--- config.mk ---
export PLATFORM = sky130hd
export DESIGN_NAME = lmf_alu
export DESIGN_NICKNAME = d
export VERILOG_FILES = /design/src/hw/rtl/lmf_pkg.sv /design/src/hw/rtl/lmf_alu.sv
export SDC_FILE = /design/constraint.sdc
export NUM_CORES = 2
export LEC_CHECK = 0
export ABC_AREA = 1
export BUFFER_PORTS_ARGS = -buffer_cell sky130_fd_sc_hd__buf_4
export CAP_MARGIN = 20
export CORE_ASPECT_RATIO = 1.75
export CORE_MARGIN = 2
export CORE_UTILIZATION = 47
export DETAILED_ROUTE_END_ITERATION = 8
export SLEW_MARGIN = 10
export SYNTH_ARGS = -nofsm -noshare
export SYNTH_HDL_FRONTEND = slang
export SYNTH_SLANG_ARGS = --single-unit
--- constraint.sdc ---
create_clock -name vclk -period 32.4
set_input_delay 6.48 -clock vclk [all_inputs]
set_output_delay 6.48 -clock vclk [all_outputs]
set_load 0.01 [all_outputs]
--- src/hw/rtl/lmf_pkg.sv ---
// shared types, constants and saturation helpers of the limited mass flux remap unit
package lmf_pkg;

  localparam int unsigned DataW = 32;
  localparam int unsigned FracW = 16;
  localparam int unsigned UnsW  = 31;
  localparam int unsigned QuotW = DataW + FracW;
  localparam int unsigned CntW  = 6;

  localparam logic signed [DataW-1:0] MaxV   = 32'sh7fffffff;
  localparam logic signed [DataW-1:0] MinV   = 32'sh80000000;
  localparam logic signed [DataW-1:0] OneQ   = 32'sh00010000;
  localparam logic signed [DataW-1:0] TwoQ   = 32'sh00020000;
  // 2^16 / 6 rounded to nearest
  localparam logic signed [DataW-1:0] SixthQ = 32'sd10923;

  localparam logic [2:0] AddrTimeStep = 3'd0;

  typedef struct packed {
    logic                    sat;
    logic signed [DataW-1:0] val;
  } sat_val_t;

  typedef enum logic [2:0] {
    ALU_ADD,
    ALU_SUB,
    ALU_MUL,
    ALU_ABS,
    ALU_MIN
  } alu_op_e;

  typedef enum logic [5:0] {
    ST_IDLE,
    ST_OV1,
    ST_OV2,
    ST_DFM,
    ST_DFI,
    ST_DFP,
    ST_PHI_ABS,
    ST_PHI_DIV,
    ST_PHI_WAIT,
    ST_T1_SUB,
    ST_T1_ABS,
    ST_T1_MUL,
    ST_T1_DIV,
    ST_T1_WAIT,
    ST_T2_ADD,
    ST_T2_ABS,
    ST_T2_MUL,
    ST_T2_DIV,
    ST_T2_WAIT,
    ST_DA_ADD,
    ST_DA_MUL,
    ST_LIM_ABS,
    ST_LIM_MUL,
    ST_LIM_ABS_I,
    ST_LIM_MIN_I,
    ST_LIM_ABS_U,
    ST_LIM_MIN_U,
    ST_DI,
    ST_DM_SUB,
    ST_DM_MUL,
    ST_DM_ADD,
    ST_DM_OV,
    ST_OUT,
    ST_SHIFT
  } st_e;

  // signed value from sign and magnitude, clamped to the data range
  function automatic sat_val_t from_mag(input logic neg, input logic [QuotW-1:0] m);
    sat_val_t r;
    r.sat = 1'b0;
    r.val = '0;
    if (!neg) begin
      if (m > QuotW'(MaxV)) begin
        r.sat = 1'b1;
        r.val = MaxV;
      end else begin
        r.val = m[DataW-1:0];
      end
    end else begin
      if (m > QuotW'({1'b0, MinV})) begin
        r.sat = 1'b1;
        r.val = MinV;
      end else begin
        r.val = DataW'('0) - m[DataW-1:0];
      end
    end
    return r;
  endfunction

  // one extra bit of sum clamped back to the data range
  function automatic sat_val_t clamp33(input logic signed [DataW:0] s);
    sat_val_t r;
    r.sat = (s[DataW] != s[DataW-1]);
    if (r.sat) begin
      r.val = s[DataW] ? MinV : MaxV;
    end else begin
      r.val = s[DataW-1:0];
    end
    return r;
  endfunction

  // magnitude of a signed value
  function automatic logic [DataW-1:0] mag32(input logic signed [DataW-1:0] v);
    return v[DataW-1] ? (DataW'('0) - v) : v;
  endfunction

endpackage

--- src/hw/rtl/lmf_alu.sv ---
// shared saturating add, subtract, multiply, absolute value and minimum unit
module lmf_alu (
  input  lmf_pkg::alu_op_e                  op_i,
  input  logic signed [lmf_pkg::DataW-1:0]  a_i,
  input  logic signed [lmf_pkg::DataW-1:0]  b_i,
  output lmf_pkg::sat_val_t                 res_o
);

  logic signed [lmf_pkg::DataW:0]     sum;
  logic signed [lmf_pkg::DataW:0]     dif;
  logic [lmf_pkg::DataW-1:0]          ma;
  logic [lmf_pkg::DataW-1:0]          mb;
  logic [2*lmf_pkg::DataW-1:0]        prod;

  // operand prep
  always_comb begin
    sum  = {a_i[lmf_pkg::DataW-1], a_i} + {b_i[lmf_pkg::DataW-1], b_i};
    dif  = {a_i[lmf_pkg::DataW-1], a_i} - {b_i[lmf_pkg::DataW-1], b_i};
    ma   = lmf_pkg::mag32(a_i);
    mb   = lmf_pkg::mag32(b_i);
    prod = ma * mb;
  end

  // result select
  always_comb begin
    res_o.sat = 1'b0;
    res_o.val = '0;
    case (op_i)
      lmf_pkg::ALU_ADD: res_o = lmf_pkg::clamp33(sum);
      lmf_pkg::ALU_SUB: res_o = lmf_pkg::clamp33(dif);
      lmf_pkg::ALU_MUL: begin
        res_o = lmf_pkg::from_mag(a_i[lmf_pkg::DataW-1] ^ b_i[lmf_pkg::DataW-1],
                                  prod[2*lmf_pkg::DataW-1:lmf_pkg::FracW]);
      end
      lmf_pkg::ALU_ABS: res_o = lmf_pkg::from_mag(1'b0, lmf_pkg::QuotW'(ma));
      lmf_pkg::ALU_MIN: res_o.val = (a_i < b_i) ? a_i : b_i;
      default: res_o.val = '0;
    endcase
  end

endmodule

# Word-level counts from Yosys, hierarchy flattened
# Cells that the tools add are included.
[classes]
add_sub_neg = 5
n_mul = 1
n_lt_le_gt_ge = 4
n_eq_ne = 6
n_mux = 16
bitwise = 1
n_reduce_logical = 1
[op_table]
columns = ["cell", "n"]
rows = [
  ["$mux 32", 10],
  ["$pmux 32 s5", 1],
  ["$sub 1x32->32 const A", 3],
  ["$mul 32x32->64", 1],
  ["$gt 48x31->1 const B", 1],
  ["$gt 48x32->1 const B", 1],
  ["$add 32x32->33", 1],
  ["$mux 33", 1],
  ["$sub 32x32->33", 1],
  ["$gt 32x31->1 const B", 1],
  ["$lt 32x32->1", 1],
  ["$eq 3x2->1 const B", 2],
  ["$pmux 1 s4", 1],
  ["$eq 3x1->1 const B", 1],
  ["$eq 3x3->1 const B", 1],
  ["$logic_not 3->1", 1],
  ["$mux 1", 3],
  ["$ne 1x1->1", 2],
  ["$xor 1x1->1", 1],
]
[totals]
regBits = 0
inputBits = 67
out_inout_bits = 33

# Longest topological paths before layout
[logic_depth]
ltp_word = 7
depth_mapped = 59

# Worst setup path before layout
# Ideal clock, no wire load.
[synth_timing]
path_kind = "input -> output"
startpoint = "input port b_i[0] in the netlist's numbering"
endpoint = "output port res_o[16] in the netlist's numbering"
arrival_time_ns = 15.048
setup_slack_ns = 10.872
cell_stages = 43
cell_sequence = "inv_2 -> clkbuf_1 -> ha_1 -> inv_1 -> nor3_1 -> inv_1 -> nor2_1 -> nand2_1 -> inv_1 -> nand2_1 -> o21ai_0 -> xor2_1 -> clkbuf_1 -> nor2_1 -> fa_1 -> fa_1 -> inv_1 -> fa_1 -> [7 not listed] -> a21oi_1 -> o21ai_0 -> a21oi_1 -> nor2_1 -> nor2_1 -> inv_1 -> a21oi_1 -> nand2_1 -> nand2_1 -> nand2_1 -> a21oi_1 -> nand2_1 -> nor2_4 -> nand2_2 -> nand3_4 -> nand2_4 -> buf_6 -> o21ai_1"
[synth_rtl]
columns = ["item", "line_no", "source"]
rows = [
  ["from (decl)", "lmf_alu.sv:5", "input logic signed [lmf_pkg::DataW-1:0] b_i,"],
  ["to (decl)", "lmf_alu.sv:6", "output lmf_pkg::sat_val_t res_o"],
]

==> load_flow_metrics.sql <==
INSERT INTO impl_metrics (metric_group, metric, value, unit) VALUES
('clocking', 'post_cts_resize_count', '0', ''),
('timing', 'finalHoldViolCount', '0', ''),
('finish', 'area_growth_from_synthesis_to_layout', '4.693', '%'),
('detailed_routing', 'detailroute.wirelength.met2', '94210', 'um'),
('job', 'cap_viol_max_count', '0', ''),
('detailed_routing', 'drt_drc_violations_left', '0', ''),
('placement', 'detailedPlacementHpwl', '161600', 'um'),
('timing', 'fin_tns_setup', '0', 'ps'),
('global_route', 'grt.total_usage', '41.81', '%'),
('synthesis', 'synth_cell_types', '50', ''),
('synthesis', 'seq_total_area_yosys', '0', '%'),
('synthesis', 'synthCells', '6020', ''),
('synthesis', 'dominant_cell_type_by_area_after_synthesis', 'fa_1', ''),
('synthesis', 'synth_most_common_cell', 'nand2_1', ''),
('die', 'die-area', '92870', 'um2'),
('timing', 'setup_violations', '0', ''),
('global_route', 'first_global_vias', '43000', ''),
('die', 'num_rows', '145', ''),
('worst_hold_path', 'hp-class', 'input pin to primary output', ''),
('die', 'floorplan.core_area', '89440', 'um2'),
('die', 'num_io_pins', '100', ''),
('setup_path', 'critical_path.startpoint_type', 'input pin', ''),
('global_route', 'grt_antenna_before_repair', '4', ''),
('synthesis', 'post_synth.cell_area_avg', '7.055', 'um2'),
('detailed_routing', 'detailedRoute.firstPassIterationCount', '6', ''),
('setup_path', 'worstPathMaxFanout', '25', ''),
('synthesis', 'yosysTopAreaCellShare', '42.28', '%'),
('synthesis', 'synth_top_cells_by_count', '1,425 x nand2_1, 1,382 x inv_1, 897 x fa_1', ''),
('timing', 'clock.fmax', '39.69', 'MHz'),
('placement', 'pre_cts_ws', '7576', 'ps'),
('outcome', 'outcome', 'finished, final reports clean', ''),
('detailed_routing', 'routed-via-count', '40610', ''),
('timing', 'slew_headroom', '21.03', '%'),
('detailed_routing', 'wl_met1', '61890', 'um'),
('timing', 'layout_worst_path_cycle_share', '77.76', '%'),
('die', 'chipHeight', '401.7', 'um'),
('die', 'die_width', '231.2', 'um'),
('timing', 'post-route-min-period', '25200', 'ps'),
('timing', 'worst_slew_pin_slew', '1182', 'ps'),
('detailed_routing', 'wl_met3', '14130', 'um'),
('timing', 'final-max-slew-violation-count', '0', ''),
('detailed_routing', '1st_iter_drt_viols', '3017', ''),
('die', 'initial_core_util', '47.48', '%'),
('detailed_routing', 'wl', '192600', 'um'),
('setup_path', 'cp.required', '25920', 'ps'),
('finish', 'seq_area', '0', 'um2'),
('timing', 'rsz_0062_raised_after_global_routing', 'false', ''),
('timing', 'worst_hold_slack', '13370', 'ps'),
('global_route', 'grt_start_max_net_pins', '45', ''),
('placement', 'gp_congestion', '1.054', ''),
('finish', 'layout.clock_buffers', '0', ''),
('setup_path', 'path_common_cell', 'fa_1', ''),
('synthesis', 'post_synth_instance_area', '42470', 'um2'),
('synthesis', 'synthTopCellsByArea', 'fa_1 42%, nand2_1 13%, inv_1 12%', ''),
('detailed_routing', 'detail_route.vias_per_cell', '5.670', ''),
('setup_path', 'cp.arrival', '18720', 'ps'),
('finish', 'fin_util', '49.71', '%'),
('synthesis', 'synthesis.nets', '7312', ''),
('placement', 'placement.io_buffers', '100', ''),
('global_route', 'overflow', '0', ''),
('setup_path', 'crit_path_top_delay_cell', 'clkinv_1', ''),
('global_route', 'global_route_wire_length_before_repair', '279300', 'um'),
('finish', 'filler_cell_count', '9300', ''),
('setup_path', 'timing.critical_path.slowest_cell_delay', '1170', 'ps'),
('timing', 'fin_ws', '7205', 'ps'),
('synthesis', 'yosysWarningCount', '0', ''),
('detailed_routing', 'top_layer_used', 'met5', ''),
('clocking', 'cts.repair_timing.setup_buffer_count', '0', ''),
('setup_path', 'path_class', 'input pin to primary output', ''),
('clocking', 'cts_hold_repair.buffers', '0', ''),
('detailed_routing', 'drtAntennaViolNets', '0', ''),
('finish', 'finish.net_count', '7277', ''),
('finish', 'seq_cell_count', '0', ''),
('setup_path', 'type_of_element_capturing_the_critical_path', 'primary output', ''),
('finish', 'drive_above_1_share', '5.365', '%'),
('detailed_routing', 'route.detailed.wl_per_inst', '26.89', 'um');
-- cell families after synthesis --
logic type | count (synthesis) | share of synthesized area [%]
compound gates | 510 | 6.602
simple gates | 2528 | 24.25
buf+inv | 1650 | 15.00
xor+xnor | 107 | 2.207
fa+ha+maj | 1225 | 51.95
-- layout make-up --
cell class | count | area, um2 | share of cell area (%)
inverters | 1423 | 5341 | 12.01
repair buffers | 190 | 1434 | 3.225
multi-input cells | 4370 | 36210 | 81.44
diodes | 3 | 7.507 | 0.01688
well taps | 1176 | 1471 | 3.309
-- critical path: cells and delay by family --
| kind | cells | cell delay [ps] |
|---|---|---|
| fa+ha+maj | 10 | 4880 |
| simple gates | 15 | 3600 |
| xor+xnor | 1 | 150 |
| compound gates | 4 | 1050 |
| buf+inv | 9 | 2500 |
-- through the flow --
stage                     std cells  instance area (um2)
after detailed placement       7158                44440
final                          7162                44460
after floorplan                6020                42470
after CTS                      7158                44440
after global routing           7160                44460
after global placement         7157                44430
-- worst paths after layout --
path | startpoint | endpoint | slack, ps | depth (start not counted)
max | b_i[0] | res_o[11] | 7200 | 39
min | op_i[2] | res_o[31] | 13370 | 5
-- placed cells by master, fill, tap and decap left out, types with 17 or more instances in the layout --
master and count:
a21oi_1 241, buf_4 188, clkinv_1 18, fa_1 897
ha_1 328, inv_1 1382, inv_2 23, nand2_1 1425
nand2_2 35, nand3_1 182, nand4_1 43, nor2_1 722
nor2_2 17, nor3_1 48, o21ai_0 162, o21ai_1 19
o21bai_1 22, xor2_1 88
-- per-layer routing --
metal  GRT usage [%]  vias to the layer above
met5               0                        -
met4           37.10                        6
met3           6.996                      804
met2           72.75                     2072
met1           42.81                    20110
li1                -                    17620
Power is not shown: default switching activity piles up to over one toggle a cycle in this logic, so the estimate is an artifact.
