--- config.mk ---
export PLATFORM = sky130hd
export DESIGN_NAME = lmf_div
export DESIGN_NICKNAME = d
export VERILOG_FILES = /design/src/hw/rtl/lmf_pkg.sv /design/src/hw/rtl/lmf_div.sv
export SDC_FILE = /design/constraint.sdc
export NUM_CORES = 1
export LEC_CHECK = 0
export BUFFER_PORTS_ARGS = -buffer_cell sky130_fd_sc_hd__buf_2
export CORE_ASPECT_RATIO = 1.1
export CORE_MARGIN = 1
export CORE_UTILIZATION = 60
export CTS_BUF_LIST = sky130_fd_sc_hd__clkbuf_8
export CTS_CLUSTER_DIAMETER = 120
export DETAILED_ROUTE_END_ITERATION = 12
export PLACE_DENSITY = 0.81
export SLEW_MARGIN = 20
export SYNTH_ARGS = -nofsm -noshare
export SYNTH_HDL_FRONTEND = slang
export SYNTH_SLANG_ARGS = --single-unit
export TNS_END_PERCENT = 50
--- constraint.sdc ---
create_clock -name clk_i -period 7.9 [get_ports clk_i]
set_input_delay 0.79 -clock clk_i [delete_from_list [all_inputs] [get_ports clk_i]]
set_output_delay 0.79 -clock clk_i [all_outputs]
set_load 0.01 [all_outputs]
--- src/hw/rtl/lmf_pkg.sv ---
// shared types, constants and saturation helpers of the limited mass flux remap unit
package lmf_pkg;

  localparam int unsigned DataW = 32;
  localparam int unsigned FracW = 16;
  localparam int unsigned UnsW  = 31;
  localparam int unsigned QuotW = DataW + FracW;
  localparam int unsigned CntW  = 6;

  localparam logic signed [DataW-1:0] MaxV   = 32'sh7fffffff;
  localparam logic signed [DataW-1:0] MinV   = 32'sh80000000;
  localparam logic signed [DataW-1:0] OneQ   = 32'sh00010000;
  localparam logic signed [DataW-1:0] TwoQ   = 32'sh00020000;
  // 2^16 / 6 rounded to nearest
  localparam logic signed [DataW-1:0] SixthQ = 32'sd10923;

  localparam logic [2:0] AddrTimeStep = 3'd0;

  typedef struct packed {
    logic                    sat;
    logic signed [DataW-1:0] val;
  } sat_val_t;

  typedef enum logic [2:0] {
    ALU_ADD,
    ALU_SUB,
    ALU_MUL,
    ALU_ABS,
    ALU_MIN
  } alu_op_e;

  typedef enum logic [5:0] {
    ST_IDLE,
    ST_OV1,
    ST_OV2,
    ST_DFM,
    ST_DFI,
    ST_DFP,
    ST_PHI_ABS,
    ST_PHI_DIV,
    ST_PHI_WAIT,
    ST_T1_SUB,
    ST_T1_ABS,
    ST_T1_MUL,
    ST_T1_DIV,
    ST_T1_WAIT,
    ST_T2_ADD,
    ST_T2_ABS,
    ST_T2_MUL,
    ST_T2_DIV,
    ST_T2_WAIT,
    ST_DA_ADD,
    ST_DA_MUL,
    ST_LIM_ABS,
    ST_LIM_MUL,
    ST_LIM_ABS_I,
    ST_LIM_MIN_I,
    ST_LIM_ABS_U,
    ST_LIM_MIN_U,
    ST_DI,
    ST_DM_SUB,
    ST_DM_MUL,
    ST_DM_ADD,
    ST_DM_OV,
    ST_OUT,
    ST_SHIFT
  } st_e;

  // signed value from sign and magnitude, clamped to the data range
  function automatic sat_val_t from_mag(input logic neg, input logic [QuotW-1:0] m);
    sat_val_t r;
    r.sat = 1'b0;
    r.val = '0;
    if (!neg) begin
      if (m > QuotW'(MaxV)) begin
        r.sat = 1'b1;
        r.val = MaxV;
      end else begin
        r.val = m[DataW-1:0];
      end
    end else begin
      if (m > QuotW'({1'b0, MinV})) begin
        r.sat = 1'b1;
        r.val = MinV;
      end else begin
        r.val = DataW'('0) - m[DataW-1:0];
      end
    end
    return r;
  endfunction

  // one extra bit of sum clamped back to the data range
  function automatic sat_val_t clamp33(input logic signed [DataW:0] s);
    sat_val_t r;
    r.sat = (s[DataW] != s[DataW-1]);
    if (r.sat) begin
      r.val = s[DataW] ? MinV : MaxV;
    end else begin
      r.val = s[DataW-1:0];
    end
    return r;
  endfunction

  // magnitude of a signed value
  function automatic logic [DataW-1:0] mag32(input logic signed [DataW-1:0] v);
    return v[DataW-1] ? (DataW'('0) - v) : v;
  endfunction

endpackage

--- src/hw/rtl/lmf_div.sv ---
// shared restoring divider for fixed point quotients, one quotient bit per cycle
module lmf_div (
  input  logic                              clk_i,
  input  logic                              rst_ni,
  input  logic                              start_i,
  input  logic signed [lmf_pkg::DataW-1:0]  num_i,
  input  logic signed [lmf_pkg::DataW-1:0]  den_i,
  output logic                              done_o,
  output lmf_pkg::sat_val_t                 res_o
);

  logic                          busy_q, busy_d;
  logic                          done_q, done_d;
  logic [lmf_pkg::CntW-1:0]      cnt_q, cnt_d;
  logic [lmf_pkg::QuotW-1:0]     sh_q, sh_d;
  logic [lmf_pkg::DataW-1:0]     rem_q, rem_d;
  logic [lmf_pkg::DataW-1:0]     mb_q, mb_d;
  logic                          neg_q, neg_d;
  lmf_pkg::sat_val_t             res_q, res_d;
  logic [lmf_pkg::DataW:0]       rem_sh;
  logic [lmf_pkg::DataW:0]       rem_sub;
  logic                          ge;

  // one restoring step
  always_comb begin
    rem_sh  = {rem_q, sh_q[lmf_pkg::QuotW-1]};
    rem_sub = rem_sh - {1'b0, mb_q};
    ge      = (rem_sh >= {1'b0, mb_q});
  end

  // next values
  always_comb begin
    busy_d = busy_q;
    done_d = 1'b0;
    cnt_d  = cnt_q;
    sh_d   = sh_q;
    rem_d  = rem_q;
    mb_d   = mb_q;
    neg_d  = neg_q;
    res_d  = res_q;
    if (start_i) begin
      if (den_i == '0) begin
        // divide by zero clamps by sign of the numerator
        done_d    = 1'b1;
        res_d.sat = 1'b1;
        res_d.val = num_i[lmf_pkg::DataW-1] ? lmf_pkg::MinV : lmf_pkg::MaxV;
      end else begin
        busy_d = 1'b1;
        cnt_d  = lmf_pkg::CntW'(lmf_pkg::QuotW - 1);
        sh_d   = {lmf_pkg::mag32(num_i), lmf_pkg::FracW'(0)};
        rem_d  = '0;
        mb_d   = lmf_pkg::mag32(den_i);
        neg_d  = num_i[lmf_pkg::DataW-1] ^ den_i[lmf_pkg::DataW-1];
      end
    end else if (busy_q) begin
      rem_d = ge ? rem_sub[lmf_pkg::DataW-1:0] : rem_sh[lmf_pkg::DataW-1:0];
      sh_d  = {sh_q[lmf_pkg::QuotW-2:0], ge};
      cnt_d = cnt_q - 1'b1;
      if (cnt_q == '0) begin
        busy_d = 1'b0;
        done_d = 1'b1;
        res_d  = lmf_pkg::from_mag(neg_q, {sh_q[lmf_pkg::QuotW-2:0], ge});
      end
    end
  end

  // control state
  always_ff @(posedge clk_i or negedge rst_ni) begin
    if (!rst_ni) begin
      busy_q <= 1'b0;
      done_q <= 1'b0;
      cnt_q  <= '0;
    end else begin
      busy_q <= busy_d;
      done_q <= done_d;
      cnt_q  <= cnt_d;
    end
  end

  // datapath
  always_ff @(posedge clk_i) begin
    sh_q  <= sh_d;
    rem_q <= rem_d;
    mb_q  <= mb_d;
    neg_q <= neg_d;
    res_q <= res_d;
  end

  assign done_o = done_q;
  assign res_o  = res_q;

endmodule

After elaboration in Yosys (flattened, before gate mapping)
Index checks and enable logic that the tools add are counted.

Output and inout port bits: 34. Register bits after elaboration: 154.

Muxes and demuxes: 30. Bitwise operators: 2. Magnitude comparators: 3. Add/subtract/negate cells: 5. Equal/unequal tests: 2. Reduce and logical (&&, ||, !) cells: 7.

Operators with widths (count): 32-bit two-way mux (8); 33-bit two-way mux (5); 48-bit two-way mux (3); 1-bit by 32-bit subtractor with 32-bit output (first input constant) (3); 48-bit by 31-bit > comparator with 1-bit output (second input constant) (1); 48-bit by 32-bit > comparator with 1-bit output (second input constant) (1); 33-bit by 32-bit >= comparator with 1-bit output (1); 32-bit zero test (1); 32-bit subtractor (1); 31-bit two-way mux (1); 6-bit two-way mux (3); 1-bit two-way mux (10); 6-bit zero test (1); 6-bit by 1-bit subtractor with 6-bit output (second input constant) (1); 2-bit AND reduction (2); 2-bit nonzero test (2); 3-bit AND reduction (1); 2-bit by 1-bit inequality test with 1-bit output (second input constant) (1); 2-bit inequality test (second input constant) (1); 1-bit inverter (1); 1-bit XOR (1).

Depth between registers and ports, before layout
Gate-level depths: netlist of the first run.

Depth in word-level cells: 7. Depth in mapped cells: 24. Depth with buffers taken out: 20.

Least setup slack after synthesis of the first run
OpenSTA, ideal clock, no wires.

Path kind: in2reg. Start: input port den_i[9] in the netlist's numbering. End: register rem_q[0] in the netlist's numbering, enable pin. Arrival time: 4.625 ns. Setup slack: 2.476 ns. Required time: 7.101 ns. Stages on the path: 9. Cell sequence: or4_1 > or3_1 > or4_4 > or3_1 > clkbuf_1 > or4_1 > buf_2 > nand2_4 > nand2_1.

Cells in the longest elaborated chain, start to end: 3.

Ends and longest elaborated chain: start, declared (line lmf_div.sv:7) `input logic signed [lmf_pkg::DataW-1:0] den_i,`; 32-bit zero test (line lmf_div.sv:42) `if (den_i == '0) begin`; 2-bit inequality test (no source line); 2-bit AND reduction (no source line); end signal, assigned (line lmf_div.sv:83) `rem_q <= rem_d;`; end, declared (line lmf_div.sv:16) `logic [lmf_pkg::DataW-1:0] rem_q, rem_d;`.

No other way between the ends. A chain may end at the register's enable or synchronous reset.

==> results.yml, run 1 <==
floorplan:
  ioPinCount: 101
  start_util_pct: 61.96
  die_h_um: 136.2
  rows: 48
  coreArea_um2: 15860
  die-area_um2: 16890
  die_w_um: 124.0
placement:
  gp_congestion: 0.9102
  dp_worst_setup_slack_ns: 2.663
  io_buffer_count: 100
  dp_hpwl_um: 15440
drt:
  ant_nets: 0
  wl_per_cell_um: 16.88
  dr.pass1.iters: 5
  routed_wl_um: 22290
  drtIter0Drc: 889
  vias: 8183
  viasPerCell: 6.195
  drcViolationCount: 0
critical_path:
  critPathArrivalTime_ns: 5.65
  r2r_start: "rem_q[9]"
  cp_cell_sequence: "ha_1 > a21o_1 > a21oi_1 > o211ai_1 > a221oi_1 > a21oi_1 > nor4_1 > nor2_4 > inv_1 > ha_1 > nand3_1 > or3_1 > nor3_2 > nand3b_1 > a21oi_2 > nand2_1 > or3_1 > a31oi_1"
  r2r_slack_ns: 2.54
  r2r_end: "res_o[9]"
  cp-start-kind: "flop"
  cp_slowest_stage_delay_ns: 0.49
  path_class: "reg2reg"
  crit_fanout: 12
  ff2ff_path_depth: 18
  cp.required_ns: 8.19
  startpoint: "rem_q[9]"
  worst_setup_path_end_kind: "flop"
  crit_slowest_cell: "nor4_1"
timing:
  finalClockSkew_ns: 0.009785
  hold_violations: 0
  timing.fmax_mhz: 186.7
  rsz0062_at_grt: "no"
  finalWorstSetupSlack_ns: 2.544
  finalSetupViolCount: 0
  period_share_pct: 67.80
  drv_slew: 0
  tightest_slew_ns: 1.097
  fin_setup_tns_ns: 0
  relSlewSlack_pct: 26.86
  min_period_ns: 5.356
cts:
  worstSkewPairLatency_ns: 0.47
  clock-sinks: 154
  clk_pin_slew_ns: 0.08
  cts_setup_buffers: 0
  numCtsBuffers: 17
  cts_hold_buf: 0
  ctsResizeCount: 0
  cts_tree: "done"
  root_buffer: "clkbuf_8"
  cts_max_level: 4
  clockBufferDepth: 2
global_routing:
  antenna_found_initial: 0
  grt_pass1_vias: 7746
  grt_max_degree: 81
  grt_pass1_wl_um: 37010
  grt_overflow_total: 0
  grt_usage_pct: 28.10
logic_synthesis:
  synth_edf_count: 146
  ys_ff_latch: 154
  syn-num-nets: 1139
  synth_cell_types: 56
  yosysTopAreaCellShare_pct: 44.63
  ys_async_sr_fraction_pct: 5.195
  yosys.area.top_type: "edfxtp_1"
  seq_area_frac_synth_pct: 46.66
  synth_top_flop_cell: "edfxtp_1"
  avgSynthCellArea_um2: 9.501
  synth_area_leaders: "edfxtp_1, a21oi_1, ha_1"
  syn_inst: 1034
  ys_warn_count: 0
  syn_area_um2: 9824
power_and_ir_drop:
  pwr_density_cell_nw_per_um2: 262.5
  p_leak_nw: 4.116
  clockPowerShare_pct: 18.2
  switching_share_pct: 39.02
  p_total_w: 0.002826
  p_sw_w: 0.001103
  p_seq_share_pct: 40.7
  ir_worst_vdd_mv: 0.1686
  combPwrFrac_pct: 41.1
  internal_power_w: 0.001723
worst_hold_path:
  hold_path.class: "in2async"
flow_run:
  maxCapViolations: 0
final_layout:
  regArea_um2: 4584
  fillers: 1280
  n_antenna_cell: 0
  syn2layout_area_growth_pct: 9.565
  drive_above_1_share_pct: 13.92
  multi_input_area_um2: 4863
  nets: 1213
run_status:
  outcome: "finished clean"
cell usage in the layout (no fill, tap or decap), drive strengths merged, types with 28 or more instances in the layout:
cell / instances
buf: 105
xor2: 46
inv: 58
edfxtp: 146
nor2: 88
nor3: 28
a21oi: 111
xnor2: 51
o21ai: 58
ha: 37
nand2: 107
cells in the mapped netlist (3+ instances only):
cell,number
a211oi_1,9
a21o_1,13
a21oi_1,110
a221oi_1,3
a31oi_1,11
and3_1,5
buf_1,4
buf_2,3
clkbuf_1,43
dfrtp_1,8
edfxtp_1,146
ha_1,37
inv_1,53
mux2i_1,8
nand2_1,106
nand2b_1,5
nand3_1,15
nand3b_1,8
nand4_1,7
nor2_1,88
nor2b_1,19
nor3_1,27
nor4_1,14
o211ai_1,8
o21a_1,7
o21ai_0,54
o21ai_1,3
o21bai_1,4
o22ai_1,10
o31ai_1,20
o41ai_1,12
or2_2,10
or3_1,25
or4_1,19
xnor2_1,51
xor2_1,46
per-stage QoR:
| stage | hold slack, ns | util (%) | cell area [um2] | std cells |
|---|---|---|---|---|
| floorplan | 0.4944 | - | 9824 | 1034 |
| global placement | 0.5376 | 65.88 | 10450 | 1289 |
| detailed placement | 0.5377 | 65.88 | 10450 | 1289 |
| CTS | 0.1425 | 67.89 | 10760 | 1321 |
| global route | 0.1488 | 67.89 | 10760 | 1321 |
| finish | 0.1575 | 67.89 | 10760 | 1321 |
logic make-up after synthesis:
logic type / Yosys count / share of synthesized area, %
DFF: 154 / 46.66
and+or+nand+nor: 357 / 17.92
muxes: 9 / 0.9297
xor gates and xnor gates: 97 / 8.648
AOI/OAI and AO/OA: 274 / 16.87
buffers and inverters: 105 / 4.050
adders and majority gates: 38 / 4.916
sequential cells by signal, indices dropped and copies added, names as in the netlist:
name,cells
busy_q,1
neg_q,1
mb_q,32
sh_q,48
done_o,1
res_o,33
rem_q,32
cnt_q,6
power by group through the flow:
stage	Sequential (W)	Clock [W]	Combinational [W]
after global routing	0.00117	0.000555	0.00129
after detailed placement	0.00116	0	0.00114
after CTS	0.00115	0.000520	0.00115
after floorplan	0.00113	0	0.000899
after global placement	0.00116	0	0.00111
final	0.00115	0.000515	0.00116
worst max-delay path: cells and delay by family (launching register included):
family	cells	cell delay, ns
AO/OA/AOI/OAI	7	1.68
adder cells (fa/ha/maj)	2	0.63
buffers and inverters	1	0.09
flip-flops	1	0.40
AND/OR/NAND/NOR	8	2.37
how the worst max path moves through the flow:
stage	endpoint	slack, ns	cells after the start
2_1_floorplan	rem_q[0]	2.48	9
3_5_place_dp	res_o[9]	2.66	18
4_1_cts	res_o[9]	2.63	18
5_1_grt	res_o[9]	2.22	18
3_3_place_gp	res_o[18]	2.91	19
6_report	res_o[9]	2.54	18
per-layer routing:
metal	global-route usage [%]	share of wire (%)
met1	36.13	42
met4	11.18	2.8
met2	47.10	49
met3	4.572	5.8
met5	0	0
area by class of cell:
class,count,share of cell area (%)
multi-input combinational,775,45.18
clock inverter,15,0.7904
sequential,154,42.59
tap,200,2.325
clock buffer,17,2.174
inverter,55,1.918
timing repair buffer,105,5.021
No activity file was read; power rests on OpenSTA's default activity.
==> run 2, diff against run 1 <==
==> constraint.sdc (replaced) <==
create_clock -name clk_i -period 5.4 [get_ports clk_i]
set_input_delay 0.54 -clock clk_i [delete_from_list [all_inputs] [get_ports clk_i]]
set_output_delay 0.54 -clock clk_i [all_outputs]
set_load 0.01 [all_outputs]
==> run 2 against run 1 <==
Net effect:
- register-to-register slack lost 2.3 ns
- clock skew increased by 0.0051 ns
- worst setup slack got worse by 2.3 ns
- final area grew 0.35%
- total power increased by 47%
- critical endpoint is now res_o[22]
- highest routed layer unchanged
==> results.yml, run 2 (synthesis gave the netlist of run 1 again) <==
run_status:
  outcome: "finished clean"
critical_path:
  ff2ff_path_depth: 20
  critPathArrivalTime_ns: 5.43
  r2r_end: "res_o[22]"
  crit_fanout: 15
  crit_slowest_cell: "or4_4"
  crit_buf_inv: 2
  path_delay_family: "compound AO/OA/AOI/OAI gates"
  critPathCapture: "res_o[22]"
  worst_setup_path_end_kind: "flop"
  cp_slowest_stage_delay_ns: 0.53
  r2r_slack_ns: 0.27
  startpoint: "rem_q[9]"
  cp-start-kind: "flop"
  path_depth: 20
  crit_top_cell: "a21oi_1"
  path_class: "reg2reg"
  cp_cell_sequence: "ha_1 > a21o_1 > a21oi_1 > o211ai_1 > a221oi_1 > a21oi_1 > nor4_2 > nor2_4 > inv_1 > ha_1 > nand3_1 > or3_1 > buf_4 > nor3_2 > nand3b_1 > a21o_2 > or4_4 > o311ai_2 > o21ai_1 > a21oi_1"
  cp.required_ns: 5.71
  r2r_start: "rem_q[9]"
final_layout:
  top_register: "sh_q"
  regArea_um2: 4584
  design_area_um2: 10800
  mostFrequentLayoutCells: "edfxtp_1, a21oi_1, nand2_1"
  layout.cells.most_common: "edfxtp_1"
  largest_reg_flops: 48
  layout.cells.non_filler: 1324
  multi_input_area_um2: 4873
  drive_above_1_share_pct: 14.50
  fillers: 1299
  n_antenna_cell: 0
  nets: 1216
  syn2layout_area_growth_pct: 9.946
placement:
  gp_congestion: 0.9190
  io_buffer_count: 100
  dpl_cell_area_um2: 10460
  dp_hpwl_um: 15460
  post-place-cells: 1291
  dp_worst_setup_slack_ns: 0.2152
cts:
  worstSkewPairLatency_ns: 0.48
  numCtsBuffers: 17
  cts_setup_buffers: 0
  cts_tree: "done"
  clk_pin_slew_ns: 0.09
  cts_max_level: 4
  root_buffer: "clkbuf_8"
  clockBufferDepth: 2
  clock-sinks: 154
power_and_ir_drop:
  switching_share_pct: 39.15
  clockPowerShare_pct: 18.4
  p_seq_share_pct: 40.5
  ir_worst_vdd_mv: 0.2331
  internal_power_w: 0.002526
  combPwrFrac_pct: 41.1
  pwr_density_cell_nw_per_um2: 384.4
  p_leak_nw: 4.139
  p_sw_w: 0.001626
floorplan:
  ioPinCount: 101
  coreArea_um2: 15860
  die-area_um2: 16890
  die_w_um: 124.0
  rows: 48
  start_util_pct: 61.96
  die_h_um: 136.2
drt:
  drtIter0Drc: 836
  ant_nets: 0
  wl_per_cell_um: 16.90
  vias: 8107
  viasPerCell: 6.123
  routed_wl_um: 22370
  dr.pass1.iters: 5
  drcViolationCount: 0
timing:
  finalClockSkew_ns: 0.01488
  fin_setup_tns_ns: 0
  drv_slew: 0
  hold_violations: 0
  holdWs_ns: 0.2579
  finalSetupViolCount: 0
  min_period_ns: 5.127
  relSlewSlack_pct: 28.09
  finalWorstSetupSlack_ns: 0.2729
  timing.fmax_mhz: 195.0
  tightest_slew_ns: 1.079
  period_share_pct: 94.95
flow_run:
  maxCapViolations: 0
worst_hold_path:
  hold_path.class: "in2reg"
  holdPathStages: 1
global_routing:
  grt_max_degree: 81
  grt_pass1_vias: 7665
  antenna_found_initial: 0
  grt_pass1_wl_um: 36110
  grt_usage_pct: 27.64
  grt_overflow_total: 0
run 2: what timing repair did:
| action | CTS | global route |
|---|---|---|
| hold buffers | 1 | 0 |
| setup endpoints to repair | 0 | 16 |
| hold endpoints to repair | 8 | 0 |
| resized for setup | 0 | 3 |
run 2: how the worst min path moves through the flow:
stage	start	end
3_3_place_gp	rst_ni	done_o
4_1_cts	den_i[0]	mb_q[0]
6_report	den_i[0]	mb_q[0]
2_1_floorplan	rst_ni	busy_q
5_1_grt	den_i[0]	mb_q[0]
3_5_place_dp	rst_ni	done_o
run 2: worst register-to-register path, cell delays in order, from the launching register on:
cell and delay (ns):
edfxtp_1 0.40, ha_1 0.41, a21o_1 0.22, a21oi_1 0.14
o211ai_1 0.10, a221oi_1 0.44, a21oi_1 0.17, nor4_2 0.39
nor2_4 0.08, inv_1 0.09, ha_1 0.23, nand3_1 0.13
or3_1 0.34, buf_4 0.17, nor3_2 0.14, nand3b_1 0.15
a21o_2 0.37, or4_4 0.53, o311ai_2 0.21, o21ai_1 0.10
a21oi_1 0.16
run 2: routing by layer:
metal	routed length, um	part of all wire (%)	GRT usage [%]	vias to the layer above
met3	1220	5.5	4.908	55
li1	-	-	-	3932
met1	9467	42	34.57	3818
met5	0	0	0	-
met4	601	2.7	12.04	0
met2	11080	50	46.60	302
run 2: final cells by class:
type                            count  share of cell area (%)
Clock buffer                       17                   2.166
Clock inverter                     15                  0.8108
Inverter                           55                   1.911
Multi-Input combinational cell    775                   45.12
Sequential cell                   154                   42.44
Tap cell                          200                   2.317
Timing Repair Buffer              108                   5.236
run 2: power by group through the flow:
stage,Sequential [W],Clock [W],Combinational [W]
after detailed placement,0.00170,0,0.00167
after global routing,0.00171,0.000810,0.00190
after global placement,0.00169,0,0.00163
final,0.00168,0.000764,0.00171
after CTS,0.00168,0.000764,0.00168
after floorplan,0.00165,0,0.00132
run 2: stage by stage:
step           power, W  utilization, %
6_report       0.004152           68.13
4_1_cts        0.004125           68.06
5_1_grt        0.004412           68.13
3_3_place_gp   0.003324           65.97
3_5_place_dp   0.003368           65.97
2_1_floorplan  0.002966               -
